### config.mk
export PLATFORM = sky130hd
export DESIGN_NAME = radix_digit_encoder_top
export DESIGN_NICKNAME = d
export VERILOG_FILES = /design/src/rtl/rde_pkg.sv /design/src/rtl/rde_div_unit.sv /design/src/rtl/rde_out_reg.sv /design/src/rtl/radix_digit_encoder_top.sv
export SDC_FILE = /design/constraint.sdc
export NUM_CORES = 1
export LEC_CHECK = 0
export BUFFER_PORTS_ARGS = -buffer_cell sky130_fd_sc_hd__buf_2
export CAP_MARGIN = 10
export CORE_MARGIN = 4
export CORE_UTILIZATION = 29
export DETAILED_ROUTE_END_ITERATION = 6
export HOLD_SLACK_MARGIN = 0.06
export SLEW_MARGIN = 20
export SYNTH_ARGS = -nofsm -noshare
export SYNTH_HDL_FRONTEND = slang
export SYNTH_SLANG_ARGS = --single-unit
export TNS_END_PERCENT = 50
### constraint.sdc
create_clock -name i_clk -period 5.2 [get_ports i_clk]
set_input_delay 0.78 -clock i_clk [delete_from_list [all_inputs] [get_ports i_clk]]
set_output_delay 0.78 -clock i_clk [all_outputs]
set_load 0.03 [all_outputs]
### src/rtl/rde_pkg.sv
// Package: shared constants, types and state encoding for the radix digit encoder.
package rde_pkg;

    localparam int VAL_W       = 32;
    localparam int RADIX_W     = 6;
    localparam int SYM_W       = 6;
    localparam int SLOT_W      = 6;
    localparam int END_W       = 7;
    localparam int REM_W       = 5;
    localparam int CNT_W       = $clog2(VAL_W);
    localparam int MAX_SLOTS   = 64;
    localparam int IN_TDATA_W  = 48;
    localparam int OUT_TDATA_W = 16;

    localparam logic [RADIX_W-1:0] RADIX_RESET = 6'd10;
    localparam logic [RADIX_W-1:0] RADIX_MIN   = 6'd2;
    localparam logic [RADIX_W-1:0] RADIX_MAX   = 6'd32;
    localparam logic [SYM_W-1:0]   DIGIT_BIAS  = 6'd32;
    localparam logic [SYM_W-1:0]   PAD_SYMBOL  = 6'd31;

    typedef enum logic [1:0] {
        ST_IDLE,
        ST_DIV,
        ST_EMIT
    } t_state;

    typedef struct packed {
        logic busy;
        logic done;
    } t_div_status;

    typedef struct packed {
        logic [SYM_W-1:0]  sym;
        logic [SLOT_W-1:0] slot;
        logic              last;
    } t_out_item;

endpackage

### src/rtl/rde_div_unit.sv
// Bit-serial restoring divider: unsigned magnitude by radix, one quotient bit per cycle.
module rde_div_unit (
    input  logic                          i_clk,
    input  logic                          i_rst_n,
    input  logic                          i_start,
    input  logic [rde_pkg::VAL_W-1:0]     i_dividend,
    input  logic [rde_pkg::RADIX_W-1:0]   i_radix,
    output rde_pkg::t_div_status          o_status,
    output logic [rde_pkg::VAL_W-1:0]     o_quotient,
    output logic [rde_pkg::REM_W-1:0]     o_remainder
);
    import rde_pkg::*;

    localparam logic [CNT_W-1:0] CNT_LAST = CNT_W'(VAL_W - 1);

    logic             r_busy, n_busy;
    logic             r_done, n_done;
    logic [CNT_W-1:0] r_cnt, n_cnt;
    logic [VAL_W-1:0] r_quo, n_quo;
    logic [REM_W-1:0] r_rem, n_rem;

    logic [RADIX_W-1:0] rem_sh;
    logic [RADIX_W-1:0] rem_sub;
    logic               ge;

    assign rem_sh  = {r_rem, r_quo[VAL_W-1]};
    assign ge      = (rem_sh >= i_radix);
    assign rem_sub = rem_sh - i_radix;

    always_comb begin
        n_busy = r_busy;
        n_done = 1'b0;
        n_cnt  = r_cnt;
        n_quo  = r_quo;
        n_rem  = r_rem;
        if (i_start) begin
            n_busy = 1'b1;
            n_cnt  = '0;
            n_quo  = i_dividend;
            n_rem  = '0;
        end else if (r_busy) begin
            n_quo = {r_quo[VAL_W-2:0], ge};
            n_rem = ge ? rem_sub[REM_W-1:0] : rem_sh[REM_W-1:0];
            n_cnt = r_cnt + 1'b1;
            if (r_cnt == CNT_LAST) begin
                n_busy = 1'b0;
                n_done = 1'b1;
            end
        end
    end

    always_ff @(posedge i_clk) begin
        if (!i_rst_n) begin
            r_busy <= 1'b0;
            r_done <= 1'b0;
            r_cnt  <= '0;
        end else begin
            r_busy <= n_busy;
            r_done <= n_done;
            r_cnt  <= n_cnt;
        end
    end

    always_ff @(posedge i_clk) begin
        r_quo <= n_quo;
        r_rem <= n_rem;
    end

    assign o_status.busy = r_busy;
    assign o_status.done = r_done;
    assign o_quotient    = r_quo;
    assign o_remainder   = r_rem;

endmodule

### src/rtl/rde_out_reg.sv
// Output register: holds one symbol request until the downstream side takes it.
module rde_out_reg (
    input  logic                     i_clk,
    input  logic                     i_rst_n,
    input  logic                     i_valid,
    output logic                     o_ready,
    input  rde_pkg::t_out_item       i_item,
    output logic                     o_m_tvalid,
    input  logic                     i_m_tready,
    output logic [rde_pkg::OUT_TDATA_W-1:0] o_m_tdata,  // symbol[5:0], slot[11:6], zero pad
    output logic                     o_m_tlast
);
    import rde_pkg::*;

    logic      r_valid, n_valid;
    t_out_item r_item, n_item;

    assign o_ready = !r_valid || i_m_tready;

    always_comb begin
        n_valid = r_valid;
        n_item  = r_item;
        if (o_ready) begin
            n_valid = i_valid;
            if (i_valid) begin
                n_item = i_item;
            end
        end
    end

    always_ff @(posedge i_clk) begin
        if (!i_rst_n) begin
            r_valid <= 1'b0;
        end else begin
            r_valid <= n_valid;
        end
    end

    always_ff @(posedge i_clk) begin
        r_item <= n_item;
    end

    assign o_m_tvalid = r_valid;
    assign o_m_tdata  = {{(OUT_TDATA_W - SYM_W - SLOT_W){1'b0}}, r_item.slot, r_item.sym};
    assign o_m_tlast  = r_item.last;

endmodule

### src/rtl/radix_digit_encoder_top.sv
// Top level: slot sequencer, radix register, divider and output register.
// Each digit slot runs the 32-step bit-serial divider, with a load and a capture around it;
// a pad slot needs no division. Requests are taken one at a time, each covering up to
// 64 slots; a new request is accepted only once the sequencer is back in idle.
// Reset (synchronous, active low) clears control state and sets radix to 10.
module radix_digit_encoder_top #(
    parameter int MAX_SLOTS = rde_pkg::MAX_SLOTS
) (
    input  logic                              i_clk,
    input  logic                              i_rst_n,
    input  logic                              i_cfg_valid,
    output logic                              o_cfg_ready,
    input  logic [rde_pkg::RADIX_W-1:0]       i_cfg_data,   // radix
    input  logic                              i_s_tvalid,
    output logic                              o_s_tready,
    input  logic [rde_pkg::IN_TDATA_W-1:0]    i_s_tdata,    // value[31:0], start[37:32],
                                                            // end[44:38], zero pad
    output logic                              o_m_tvalid,
    input  logic                              i_m_tready,
    output logic [rde_pkg::OUT_TDATA_W-1:0]   o_m_tdata,    // symbol[5:0], slot[11:6], zero pad
    output logic                              o_m_tlast
);
    import rde_pkg::*;

    localparam logic [END_W-1:0] END_LIMIT = END_W'(MAX_SLOTS);

    t_state            r_state, n_state;
    logic [RADIX_W-1:0] r_radix;
    logic [VAL_W-1:0]  r_mag, n_mag;
    logic              r_neg, n_neg;
    logic [SLOT_W-1:0] r_pos, n_pos;
    logic [END_W-1:0]  r_end, n_end;
    logic [SYM_W-1:0]  r_sym, n_sym;

    logic [VAL_W-1:0]   in_val;
    logic [SLOT_W-1:0]  in_start;
    logic [END_W-1:0]   in_end;
    logic [END_W-1:0]   end_clamp;
    logic [VAL_W-1:0]   in_abs;
    logic [RADIX_W-1:0] radix_eff;
    logic               accept;
    logic               is_last;

    logic               div_start;
    logic [VAL_W-1:0]   div_dividend;
    t_div_status        div_status;
    logic [VAL_W-1:0]   div_quo;
    logic [REM_W-1:0]   div_rem;

    logic               emit_ready;
    t_out_item          emit_item;

    assign o_cfg_ready = 1'b1;
    assign o_s_tready  = (r_state == ST_IDLE);
    assign accept      = i_s_tvalid && o_s_tready;

    assign in_val    = i_s_tdata[VAL_W-1:0];
    assign in_start  = i_s_tdata[VAL_W+SLOT_W-1:VAL_W];
    assign in_end    = i_s_tdata[VAL_W+SLOT_W+END_W-1:VAL_W+SLOT_W];
    assign end_clamp = (in_end > END_LIMIT) ? END_LIMIT : in_end;
    assign in_abs    = in_val[VAL_W-1] ? (~in_val + 1'b1) : in_val;

    always_comb begin
        priority if (r_radix < RADIX_MIN) begin
            radix_eff = RADIX_MIN;
        end else if (r_radix > RADIX_MAX) begin
            radix_eff = RADIX_MAX;
        end else begin
            radix_eff = r_radix;
        end
    end

    assign is_last        = (({1'b0, r_pos} + 1'b1) == r_end);
    assign emit_item.sym  = r_sym;
    assign emit_item.slot = r_pos;
    assign emit_item.last = is_last;

    always_comb begin
        n_state      = r_state;
        n_mag        = r_mag;
        n_neg        = r_neg;
        n_pos        = r_pos;
        n_end        = r_end;
        n_sym        = r_sym;
        div_start    = 1'b0;
        div_dividend = r_mag;
        unique case (r_state)
            ST_IDLE: begin
                div_dividend = in_abs;
                if (accept) begin
                    n_neg = in_val[VAL_W-1];
                    n_mag = in_abs;
                    n_pos = in_start;
                    n_end = end_clamp;
                    if (end_clamp > {1'b0, in_start}) begin
                        if (in_abs != '0) begin
                            div_start = 1'b1;
                            n_state   = ST_DIV;
                        end else begin
                            n_sym   = PAD_SYMBOL;
                            n_state = ST_EMIT;
                        end
                    end
                end
            end
            ST_DIV: begin
                if (div_status.done) begin
                    n_mag   = div_quo;
                    n_sym   = r_neg ? (DIGIT_BIAS - {1'b0, div_rem})
                                    : (DIGIT_BIAS + {1'b0, div_rem});
                    n_state = ST_EMIT;
                end
            end
            ST_EMIT: begin
                if (emit_ready) begin
                    if (is_last) begin
                        n_state = ST_IDLE;
                    end else begin
                        n_pos = r_pos + 1'b1;
                        if (r_mag != '0) begin
                            div_start = 1'b1;
                            n_state   = ST_DIV;
                        end else begin
                            n_sym = PAD_SYMBOL;
                        end
                    end
                end
            end
            default: begin
                n_state = ST_IDLE;
            end
        endcase
    end

    always_ff @(posedge i_clk) begin
        if (!i_rst_n) begin
            r_state <= ST_IDLE;
            r_radix <= RADIX_RESET;
        end else begin
            r_state <= n_state;
            if (i_cfg_valid && o_cfg_ready) begin
                r_radix <= i_cfg_data;
            end
        end
    end

    always_ff @(posedge i_clk) begin
        r_mag <= n_mag;
        r_neg <= n_neg;
        r_pos <= n_pos;
        r_end <= n_end;
        r_sym <= n_sym;
    end

    rde_div_unit u_div (
        .i_clk       (i_clk),
        .i_rst_n     (i_rst_n),
        .i_start     (div_start),
        .i_dividend  (div_dividend),
        .i_radix     (radix_eff),
        .o_status    (div_status),
        .o_quotient  (div_quo),
        .o_remainder (div_rem)
    );

    rde_out_reg u_out (
        .i_clk      (i_clk),
        .i_rst_n    (i_rst_n),
        .i_valid    (r_state == ST_EMIT),
        .o_ready    (emit_ready),
        .i_item     (emit_item),
        .o_m_tvalid (o_m_tvalid),
        .i_m_tready (i_m_tready),
        .o_m_tdata  (o_m_tdata),
        .o_m_tlast  (o_m_tlast)
    );

endmodule

==> metrics.csv, run 1 <==
stage,metric,value,unit
setup_path,path_class,input pin to flip-flop,
sta,fin_skew,0.00793,ns
yosys,synth-seq-cells,118,
sta,maxSlewHeadroom,0.307,
sta,hold_viol,0,
power_and_ir_drop,p_sw_frac,0.303,
sta,worst_pin_slew,1.04,ns
power_and_ir_drop,peakVddDrop,0.310,mV
power_and_ir_drop,power_density,460,nW/um^2
setup_path,crit_required,5.36,ns
cts,hold_buffers,0,
placement,port_buffers,70,
cts,cts.path.max_buffers,2,
placement,dp_hpwl,11900,um
cts,path_clk_slew,0.05,ns
final_layout,post-route-util,0.347,
yosys,syn-cell-area,7300,sq um
flow_run,cap_violations,0,
cts,clock-sinks,118,
drt,wl,16300,um
setup_path,r2r-start,r_pos[0]$_DFFE_PP_,
outcome,status,completed,
final_layout,synthToLayoutAreaGrowth,16.7,%
setup_path,crit_path_start,i_s_tdata[0],
global_route,antenna_found_initial,0,
die,core-area,24500,sq um
sta,drv_slew,0,
die,ioPinCount,79,
cts,post_cts_resized,0,
power_and_ir_drop,power.internal,2.73,mW
yosys,ys_types,74,
drt,via_per_inst,4.93,
cts,numCtsBuffers,17,
global_route,grt_pass1_vias,4877,
global_route,grt-ovfl-total,0,
cts,cts-root-buf,clkbuf_16,
yosys,synth_warnings,0,
hold_path,hold_path_class,flip-flop to flip-flop,
yosys,synthArstFlopShare,0,
placement,gp_congestion,0.801,
global_route,grt_pass1_wl,25800,um
cts,clk_latency,0.41,ns
die,row_count,57,
setup_path,crit_path_cell_trace,buf_2 > inv_1 > ha_1 > or4b_1 > nor3_1 > a2bb2o_1 > a2111oi_0 > buf_4 > and4_1 > nand4_2 > a21oi_4 > buf_12 > mux2_4,
final_layout,nFillCells,2528,
power_and_ir_drop,seqPwrFrac,0.401,
cts,postCtsSetupRepairBufs,0,
setup_path,arrival,4.44,ns
global_route,grt_usage,0.115,
yosys,synth.avg_cell_area,10.6,sq um
sta,finalCritPeriodShare,0.823,
power_and_ir_drop,p_clk_frac,0.305,
power_and_ir_drop,power_leakage,3.27,nW
setup_path,slowest_stage,or4b_1,
drt,ant_nets,0,
final_layout,fin_cells,1087,
placement,dp_cells,1055,
cts,cts_tree,yes,
final_layout,multi_input_area,3600,sq um
power_and_ir_drop,p_switching,1.19,mW
sta,rsz0062_at_grt,no,
cts,htree_levels,4,
drt,post_drt_wl_per_cell,15.0,um
die,dieArea,27800,sq um
yosys,synthFlopType,edfxtp_1,
power_and_ir_drop,combPwrFrac,0.294,
drt,vias,5359,
sta,period_needed,4.28,ns
setup_path,path_max_fanout,19,
drt,drc_errors,0,
final_layout,fin_area,8510,sq um
final_layout,seqCellArea,3330,sq um
drt,dr.first_iter.drc_count,372,
sta,max_freq,0.234,GHz
setup_path,critPathMaxStageDelay,0.60,ns
drt,drt-pass1-iter-count,5,
setup_path,r2r_slack,1.91,ns
global_route,grt_max_degree,65,
die,die_w,167,um
hold_path,min_from,r_sym[4]$_SDFFCE_PN1P_,
die,die_h,167,um
die,initial_core_util,0.297,
final_layout,finalNetCount,827,
final_layout,n_antenna_cell,0,
setup_path,crit_path_start_kind,input pin,
sta,setup_viol,0,
yosys,synth_edf_count,97,
final_layout,drive_above_1_share,0.225,
yosys,syn_inst,691,
yosys,seq_area_frac_synth,0.457,
sta,tns,0,ns
setup_path,setup.worst_path.end_class,flip-flop,
placement,placed_area,7910,sq um
[stage by stage]
step / hold slack (ns) / power, mW / setup WS, ns
finish: 0.415 / 3.92 / 0.919
global route: 0.425 / 4.15 / 0.696
CTS: 0.417 / 3.96 / 0.904
detailed placement: 0.405 / 2.74 / 0.475
global placement: 0.406 / 2.71 / 0.440
floorplan: 0.400 / 2.46 / 0.825
[kinds of logic after synthesis]
group,after synthesis,synth area share
DFF,118,0.457
xor gates and xnor gates,48,0.0576
muxes,50,0.0897
other,2,0.00103
adders and majority gates,18,0.0319
and+or+nand+nor,231,0.170
buffers and inverters,70,0.0514
AOI/OAI and AO/OA,154,0.141
[cell usage after synthesis, types with 12 or more instances]
cell / n / area (sq um)
o21ai_0: 49 / 245
nor2_1: 53 / 199
mux2i_1: 17 / 170
edfxtp_1: 97 / 2910
mux2_4: 30 / 450
a21oi_1: 45 / 225
xnor2_1: 21 / 184
nor3_1: 12 / 60.1
inv_1: 21 / 78.8
nand2_1: 63 / 236
ha_1: 17 / 213
clkbuf_1: 30 / 113
nor4_1: 17 / 106
dfxtp_1: 21 / 420
xor2_1: 27 / 236
nor2b_1: 13 / 81.3
[area by class of cell]
| cell class | instances | share of cell area |
|---|---|---|
| Clock buffer | 22 | 0.0522 |
| Sequential cell | 118 | 0.392 |
| Timing Repair Buffer | 85 | 0.0573 |
| Inverter | 22 | 0.00970 |
| Multi-Input combinational cell | 506 | 0.423 |
| Clock inverter | 10 | 0.0181 |
| Tap cell | 324 | 0.0476 |
[worst max-delay path, delay by kind of cell]
| family | cells | cell delay [ns] |
|---|---|---|
| muxes | 1 | 0.31 |
| buffers and inverters | 4 | 0.65 |
| adders and majority gates | 1 | 0.26 |
| AOI/OAI and AO/OA | 3 | 1.03 |
| and+or+nand+nor | 4 | 1.37 |
[flip-flops by register name, summed over array words and instances, names as in the netlist]
| register | count |
|---|---|
| u_div.r_cnt | 5 |
| u_out.o_m_tvalid | 1 |
| r_state | 2 |
| r_mag | 32 |
| r_end | 7 |
| u_div.r_busy | 1 |
| u_div.o_quotient | 32 |
| u_out.o_m_tdata | 12 |
| r_pos | 6 |
| r_radix | 6 |
| u_div.r_done | 1 |
| r_neg | 1 |
| u_out.o_m_tlast | 1 |
| r_sym | 6 |
| u_div.o_remainder | 5 |
[worst paths after layout]
| kind | end | cells after the start |
|---|---|---|
| setup / recovery | u_div.o_quotient[9]$_DFFE_PP_ | 13 |
| hold / removal | u_out.o_m_tdata[4]$_DFFE_PP_ | 0 |
| setup reg to reg | u_div.o_quotient[9]$_DFFE_PP_ | 10 |
| hold reg to reg | u_out.o_m_tdata[4]$_DFFE_PP_ | 0 |
[power by group through the flow]
| stage | registers [mW] | clock network, mW | logic (mW) |
|---|---|---|---|
| after global routing | 1.60 | 1.27 | 1.28 |
| after floorplan | 1.55 | 0 | 0.916 |
| after CTS | 1.57 | 1.23 | 1.16 |
| after detailed placement | 1.58 | 0 | 1.16 |
| after global placement | 1.58 | 0 | 1.13 |
| final | 1.57 | 1.20 | 1.15 |
[per-layer routing]
metal  vias up  routed length [um]  track usage
li1       2659                   -            -
met1      2523                8200        0.171
met2       160                6980        0.165
met3        17                 922       0.0244
met4         0                 231       0.0381
met5         -                   0            0
[cells in the final DEF, fill, tap and decap left out, drive strengths merged, types with 12 or more instances in the layout]
cell | Yosys | routed
nor2 | 53 | 53
or3 | 13 | 13
clkbuf | 30 | 22
a21oi | 46 | 46
xor2 | 27 | 27
nand2 | 63 | 63
mux2 | 33 | 33
xnor2 | 21 | 21
buf | 18 | 85
dfxtp | 21 | 21
inv | 21 | 21
mux2i | 17 | 17
o21ai | 49 | 49
nor2b | 13 | 13
nor4 | 20 | 20
nor3 | 12 | 12
ha | 17 | 17
edfxtp | 97 | 97
Power figures use the tool's default switching activity.
==> run 2: changes to the inputs <==
--- a/config.mk
+++ b/config.mk
@@ -5,6 +5,7 @@
 export SDC_FILE = /design/constraint.sdc
 export NUM_CORES = 1
 export LEC_CHECK = 0
+export ABC_AREA = 1
 export BUFFER_PORTS_ARGS = -buffer_cell sky130_fd_sc_hd__buf_2
 export CAP_MARGIN = 10
 export CORE_MARGIN = 4
==> constraint.sdc (replaced) <==
create_clock -name i_clk -period 3.9 [get_ports i_clk]
set_input_delay 0.585 -clock i_clk [delete_from_list [all_inputs] [get_ports i_clk]]
set_output_delay 0.585 -clock i_clk [all_outputs]
set_load 0.03 [all_outputs]
==> metrics.csv, run 2 <==
stage,metric,value,unit,change
yosys,syn_inst,937,,+36%
yosys,synthFlopType,edfxtp_1,,
setup_path,crit_path_start_kind,input pin,,
global_route,grt_pass1_vias,5930,,+22%
drt,wl,18300,um,+12%
sta,tns,0,ns,unchanged
cts,numCtsBuffers,17,,unchanged
sta,hold_viol,0,,unchanged
power_and_ir_drop,power.internal,3.01,mW,+10%
final_layout,mostFrequentLayoutCell,nand2_1,,
drt,post_drt_wl_per_cell,13.7,um,-8.9%
final_layout,drive_above_1_share,0.151,,-0.0745
yosys,synth_area_leader_cell,edfxtp_1,,
drt,drc_errors,0,,unchanged
yosys,synth_top_area_share,0.402,,+0.00311
setup_path,arrival,3.11,ns,-1.33 ns
die,dieArea,27600,sq um,-0.73%
final_layout,n_antenna_cell,0,,unchanged
global_route,grt_usage,0.134,,+0.0193
yosys,synth_common_cells,"nand2_1, nor2_1, edfxtp_1",,
cts,cts.path.max_buffers,2,,unchanged
drt,ant_nets,0,,unchanged
sta,period_needed,3.04,ns,
cts,htree_levels,4,,unchanged
cts,cts-root-buf,clkbuf_16,,
drt,dr.first_iter.drc_count,469,,+26%
cts,path_clk_slew,0.06,ns,about the same
global_route,grt_pass1_wl,30100,um,+17%
yosys,synth_edf_count,97,,unchanged
outcome,status,completed,,
yosys,synth-seq-cells,118,,unchanged
global_route,antenna_found_initial,0,,unchanged
sta,worst_pin_slew,0.710,ns,-0.329 ns
sta,setup_viol,0,,unchanged
flow_run,cap_violations,0,,unchanged
yosys,syn-cell-area,7240,sq um,-0.77%
yosys,synth.area.top_cells,"edfxtp_1, nand2_1, nor2_1",,
cts,clock-sinks,118,,unchanged
setup_path,setup.worst_path.end_class,flip-flop,,
power_and_ir_drop,power_density,514,nW/um^2,+12%
hold_path,hold_path_class,input pin to flip-flop,,
placement,dp_cells,1306,,+24%
placement,gp_congestion,0.873,,+9.1%
setup_path,r2r-start,r_radix[1]$_SDFFE_PN1P_,,
setup_path,path_max_fanout,32,,+13
die,die_h,166,um,-0.37%
yosys,synth.avg_cell_area,7.73,sq um,-27%
setup_path,path_class,input pin to flip-flop,,
yosys,seq_area_frac_synth,0.460,,+0.00355
hold_path,min_from,i_cfg_data[3],,
yosys,ys_types,42,,-43%
power_and_ir_drop,p_switching,1.36,mW,+15%
power_and_ir_drop,power_leakage,3.67,nW,+12%
global_route,grt_max_degree,44,,-32%
yosys,synth_warnings,0,,unchanged
die,initial_core_util,0.296,,-0.00143
final_layout,final_cell_mix,"nand2_1, nor2_1, edfxtp_1",,
setup_path,crit_required,3.96,ns,-1.40 ns
power_and_ir_drop,combPwrFrac,0.223,,-0.071
power_and_ir_drop,p_clk_frac,0.371,,+0.066
global_route,grt-ovfl-total,0,,unchanged
die,core-area,24500,sq um,-0.29%
sta,drv_slew,0,,unchanged
cts,cts_tree,yes,,
cts,post_cts_resized,0,,unchanged
power_and_ir_drop,peakVddDrop,0.304,mV,-1.9%
final_layout,finalNetCount,1078,,+30%
placement,port_buffers,70,,unchanged
power_and_ir_drop,seqPwrFrac,0.406,,+0.005
cts,postCtsSetupRepairBufs,0,,unchanged
cts,clk_latency,0.42,ns,about the same
setup_path,crit_path_start,i_s_tdata[42],,
drt,via_per_inst,4.74,,-3.9%
sta,max_freq,0.329,GHz,
yosys,synthArstFlopShare,0,,unchanged
cts,hold_buffers,0,,unchanged
sta,fin_skew,0.00570,ns,-0.00223 ns
final_layout,fin_cells,1338,,+23%
sta,rsz0062_at_grt,no,,
die,ioPinCount,79,,unchanged
drt,vias,6336,,+18%
drt,drt-pass1-iter-count,5,,unchanged
yosys,synth_most_common_cell,nand2_1,,
sta,maxSlewHeadroom,0.526,,+0.219
power_and_ir_drop,p_sw_frac,0.311,,+0.00860
sta,finalCritPeriodShare,0.780,,
die,die_w,166,um,-0.37%
final_layout,synthToLayoutAreaGrowth,17.5,%,
die,row_count,57,,unchanged
placement,dp_hpwl,13400,um,+12%
==> run 2: metal layers <==
metal,up-vias,share of wire,GRT usage
met5,-,0,0
met4,0,0.013,0.0384
met3,18,0.062,0.0290
met2,213,0.43,0.202
met1,2870,0.49,0.194
li1,3235,-,-
==> run 2: final timing paths <==
check / to / cells past startpoint / slack (ns)
max: u_div.o_quotient[4]$_DFFE_PP_ / 17 / 0.86
min reg2reg: u_out.o_m_tdata[1]$_DFFE_PP_ / 0 / 0.42
min: r_radix[3]$_SDFFE_PN1P_ / 3 / 0.40
max reg2reg: u_div.o_remainder[1]$_SDFFE_PP0P_ / 15 / 1.04
==> run 2: per-stage QoR <==
| step | instance area [sq um] | setup slack [ns] | total power [mW] | util | hold slack [ns] |
|---|---|---|---|---|---|
| after CTS | 8510 | 0.873 | 4.40 | 0.348 | 0.390 |
| after global placement | 7890 | 0.404 | 2.76 | 0.323 | 0.401 |
| after detailed placement | 7890 | 0.455 | 2.77 | 0.323 | 0.405 |
| final | 8510 | 0.857 | 4.37 | 0.348 | 0.400 |
| after floorplan | 7250 | 0.216 | 2.50 | - | 0.400 |
| after global routing | 8510 | 0.584 | 4.64 | 0.348 | 0.395 |
==> run 2: power groups by stage <==
| stage | clock network (mW) | logic [mW] | registers, mW |
|---|---|---|---|
| final | 1.62 | 0.974 | 1.78 |
| after global routing | 1.72 | 1.12 | 1.80 |
| after CTS | 1.65 | 0.978 | 1.78 |
| after detailed placement | 0 | 0.971 | 1.80 |
| after global placement | 0 | 0.961 | 1.80 |
| after floorplan | 0 | 0.736 | 1.77 |
==> run 2: layout make-up <==
class | count | area (sq um)
multi-input combinational | 698 | 3400
clock buffer | 18 | 439
tap | 324 | 405
fill | 2569 | 16000
inverter | 84 | 315
clock inverter | 14 | 176
sequential | 118 | 3330
timing repair buffer | 82 | 440
==> run 2: cell families after synthesis <==
| kind of cell | count (synthesis) | synth area share |
|---|---|---|
| buf+inv | 124 | 0.0733 |
| compound gates | 127 | 0.0971 |
| fa+ha+maj | 18 | 0.0321 |
| simple gates | 534 | 0.319 |
| mux | 2 | 0.00277 |
| flops | 118 | 0.460 |
| xor+xnor | 12 | 0.0145 |
| other cells | 2 | 0.00104 |
==> run 2: worst max-delay path, cell delays in order <==
cell      delay [ns]
buf_2           0.10
inv_1           0.06
nand4_1         0.09
o31ai_1         0.20
inv_1           0.10
nor2_1          0.17
inv_1           0.07
ha_1            0.16
nand3b_1        0.15
a21oi_1         0.14
o21ai_0         0.09
nand2_1         0.06
a21oi_1         0.10
nor2_1          0.31
nand2_8         0.19
nand3_1         0.11
buf_4           0.41
==> run 3: changes to the inputs <==
--- a/config.mk
+++ b/config.mk
@@ -5,7 +5,7 @@
 export SDC_FILE = /design/constraint.sdc
 export NUM_CORES = 1
 export LEC_CHECK = 0
-export ABC_AREA = 1
+export ABC_AREA = 0
 export BUFFER_PORTS_ARGS = -buffer_cell sky130_fd_sc_hd__buf_2
 export CAP_MARGIN = 10
 export CORE_MARGIN = 4
==> constraint.sdc (replaced) <==
create_clock -name i_clk -period 2.6 [get_ports i_clk]
set_input_delay 0.39 -clock i_clk [delete_from_list [all_inputs] [get_ports i_clk]]
set_output_delay 0.39 -clock i_clk [all_outputs]
set_load 0.03 [all_outputs]
==> metrics.csv, run 3 (same netlist as run 1, synthesis figures left out) <==
stage,metric,value,unit,change
outcome,status,"finished, violations left",,
outcome,violations,setup timing,,
final_layout,final_cell_mix,"buf_4, edfxtp_1, buf_2",,
drt,drt-pass1-iter-count,5,,unchanged
setup_path,path_delay_family,simple AND/OR/NAND/NOR gates,,
final_layout,finalNetCount,969,,-10%
setup_path,timing.rr.end,u_div.o_quotient[9]$_DFFE_PP_,,
cts,cts.path.max_buffers,2,,unchanged
placement,port_buffers,70,,unchanged
flow_run,cap_violations,0,,unchanged
global_route,grt-ovfl-total,0,,unchanged
final_layout,multi_input_area,3870,sq um,+14%
sta,setup_ws,-0.505,ns,-1.36 ns
hold_path,hold_path_class,input pin to flip-flop,,
power_and_ir_drop,peakVddDrop,0.500,mV,+64%
hold_path,whs_path_depth,2,,-1
sta,rsz0062_at_grt,yes,,
die,dieArea,27800,sq um,+0.74%
die,core-area,24500,sq um,+0.29%
final_layout,drive_above_1_share,0.377,,+0.226
placement,placed_area,8930,sq um,+13%
setup_path,crit_path_start_kind,input pin,,
cts,numCtsBuffers,17,,unchanged
setup_path,path_class,input pin to flip-flop,,
setup_path,path_max_fanout,9,,-72%
cts,clock-sinks,118,,unchanged
die,die_h,167,um,+0.37%
sta,setup_viol,84,,+84
global_route,grt_pass1_wl,29200,um,-3.1%
die,initial_core_util,0.297,,+0.00143
sta,worst_pin_slew,0.739,ns,+0.0290 ns
hold_path,min_from,i_rst_n,,
die,row_count,57,,unchanged
die,ioPinCount,79,,unchanged
cts,clk_latency,0.40,ns,-0.02 ns
final_layout,synthToLayoutAreaGrowth,36.8,%,
setup_path,crit_required,2.74,ns,-1.22 ns
final_layout,seqCellArea,3330,sq um,unchanged
setup_path,setup.worst_path.end_class,flip-flop,,
final_layout,fin_cells,1229,,-8.1%
setup_path,crit_path_start,i_s_tdata[21],,
final_layout,fin_area,9980,sq um,+17%
cts,htree_levels,4,,unchanged
cts,cts_tree,yes,,
setup_path,reg2reg_depth,13,,-2
sta,period_needed,3.11,ns,
setup_path,slowest_stage,or4_4,,
final_layout,mostFrequentLayoutCell,buf_4,,
setup_path,r2r-start,r_pos[2]$_DFFE_PP_,,
drt,via_per_inst,4.73,,-0.19%
drt,ant_nets,0,,unchanged
global_route,grt_usage,0.127,,-0.00707
setup_path,r2r_slack,-0.37,ns,-1.41 ns
die,die_w,167,um,+0.37%
setup_path,arrival,3.25,ns,+0.14 ns
cts,hold_buffers,0,,unchanged
sta,maxSlewHeadroom,0.505,,-0.0202
cts,path_clk_slew,0.05,ns,about the same
setup_path,critPathMaxStageDelay,0.55,ns,+0.14 ns
sta,finalCritPeriodShare,1.19,,
sta,hold_ws,0.188,ns,-0.212 ns
setup_path,cp_common_cell,buf_6,,
drt,vias,5809,,-8.3%
drt,wl,18000,um,-1.9%
placement,dp_slack,-1.23,ns,-1.69 ns
setup_path,worst-path-buf-inv,4,,-1
cts,cts-root-buf,clkbuf_16,,
drt,drc_errors,0,,unchanged
power_and_ir_drop,power_leakage,4.11,nW,+12%
global_route,grt_max_degree,64,,+45%
sta,fin_skew,0.0124,ns,+0.00669 ns
drt,post_drt_wl_per_cell,14.6,um,+6.8%
placement,gp_congestion,0.866,,-0.89%
placement,dp_hpwl,13300,um,-0.29%
setup_path,crit_path_cell_trace,buf_6 > or4_4 > or3_4 > buf_6 > o31a_1 > or3_4 > a2bb2oi_4 > nand4_4 > a21oi_4 > buf_6 > buf_12 > mux2_4,,
final_layout,n_antenna_cell,0,,unchanged
sta,drv_slew,0,,unchanged
final_layout,nFillCells,2406,,-6.3%
global_route,antenna_found_initial,0,,unchanged
power_and_ir_drop,power_density,854,nW/um^2,+66%
global_route,grt_pass1_vias,5776,,-2.6%
sta,hold_viol,0,,unchanged
placement,dp_cells,1183,,-9.4%
sta,max_freq,0.322,GHz,
hold_path,whs_endpoint,r_radix[3]$_SDFFE_PN1P_,,
drt,dr.first_iter.drc_count,297,,-37%
run 3: changes by cell type in the layout (fill, tap and decap cells not counted), moves of 31 or more:
cell / before / now
buf_4: 12 / 143
inv_1: 81 / 19
mux2_4: 0 / 31
nand2_1: 284 / 63
nand3_1: 81 / 6
nor2_1: 112 / 52
run 3: where the power goes:
| part | switching, mW | internal [mW] |
|---|---|---|
| Clock | 0.783 | 1.75 |
| Combinational | 1.40 | 1.45 |
| Sequential | 0.334 | 2.80 |
| Total | 2.52 | 6.00 |
run 3: routing by layer:
layer,global-route usage,wire length (um),vias up
met3,0.0280,808,10
met4,0.0277,131,0
met2,0.199,8220,130
met5,0,0,-
li1,-,-,2948
met1,0.181,8800,2721
run 3: metrics by stage:
stage	TNS [ns]	utilization	total power [mW]
3_3_place_gp	-85.89	0.364	5.74
5_1_grt	-43.70	0.407	9.02
4_1_cts	-35.30	0.399	8.49
2_1_floorplan	-63.15	-	4.95
3_5_place_dp	-93.56	0.364	5.81
6_report	-36.30	0.407	8.52
run 3: worst register-to-register path: stages, from the launching register on:
cell and delay [ns]:
edfxtp_1 0.43, buf_4 0.17, and3_1 0.17, nand3_1 0.11
xor2_1 0.24, xnor2_1 0.20, a2111oi_4 0.09, buf_4 0.15
nor3_1 0.44, a21oi_4 0.08, buf_6 0.16, clkbuf_16 0.16
nand2b_4 0.08, buf_12 0.18
run 3: repair_timing:
item                                    4_1_cts  5_1_grt
setup buffers                                 7        7
gates cloned                                  1        1
endpoints found under the setup margin       90       90
pin swaps                                    10       10
gates resized for setup                      27       30
run 3: worst max-delay path by stage:
stage	cells past startpoint	slack, ns	to
2_1_floorplan	10	-0.89	r_sym[0]$_SDFFCE_PN1P_
3_3_place_gp	12	-1.16	r_sym[3]$_SDFFCE_PN1P_
3_5_place_dp	12	-1.23	r_sym[4]$_SDFFCE_PN1P_
4_1_cts	12	-0.50	u_div.o_quotient[14]$_DFFE_PP_
5_1_grt	11	-0.58	u_div.o_quotient[9]$_DFFE_PP_
6_report	12	-0.51	u_div.o_quotient[11]$_DFFE_PP_
run 3: cell type report:
cell class,count,share of cell area
multi-input cells,506,0.388
repair buffers,227,0.165
flip-flops and latches,118,0.334
inverters,22,0.00827
well taps,324,0.0406
clock buffers,23,0.0469
clock inverters,9,0.0174
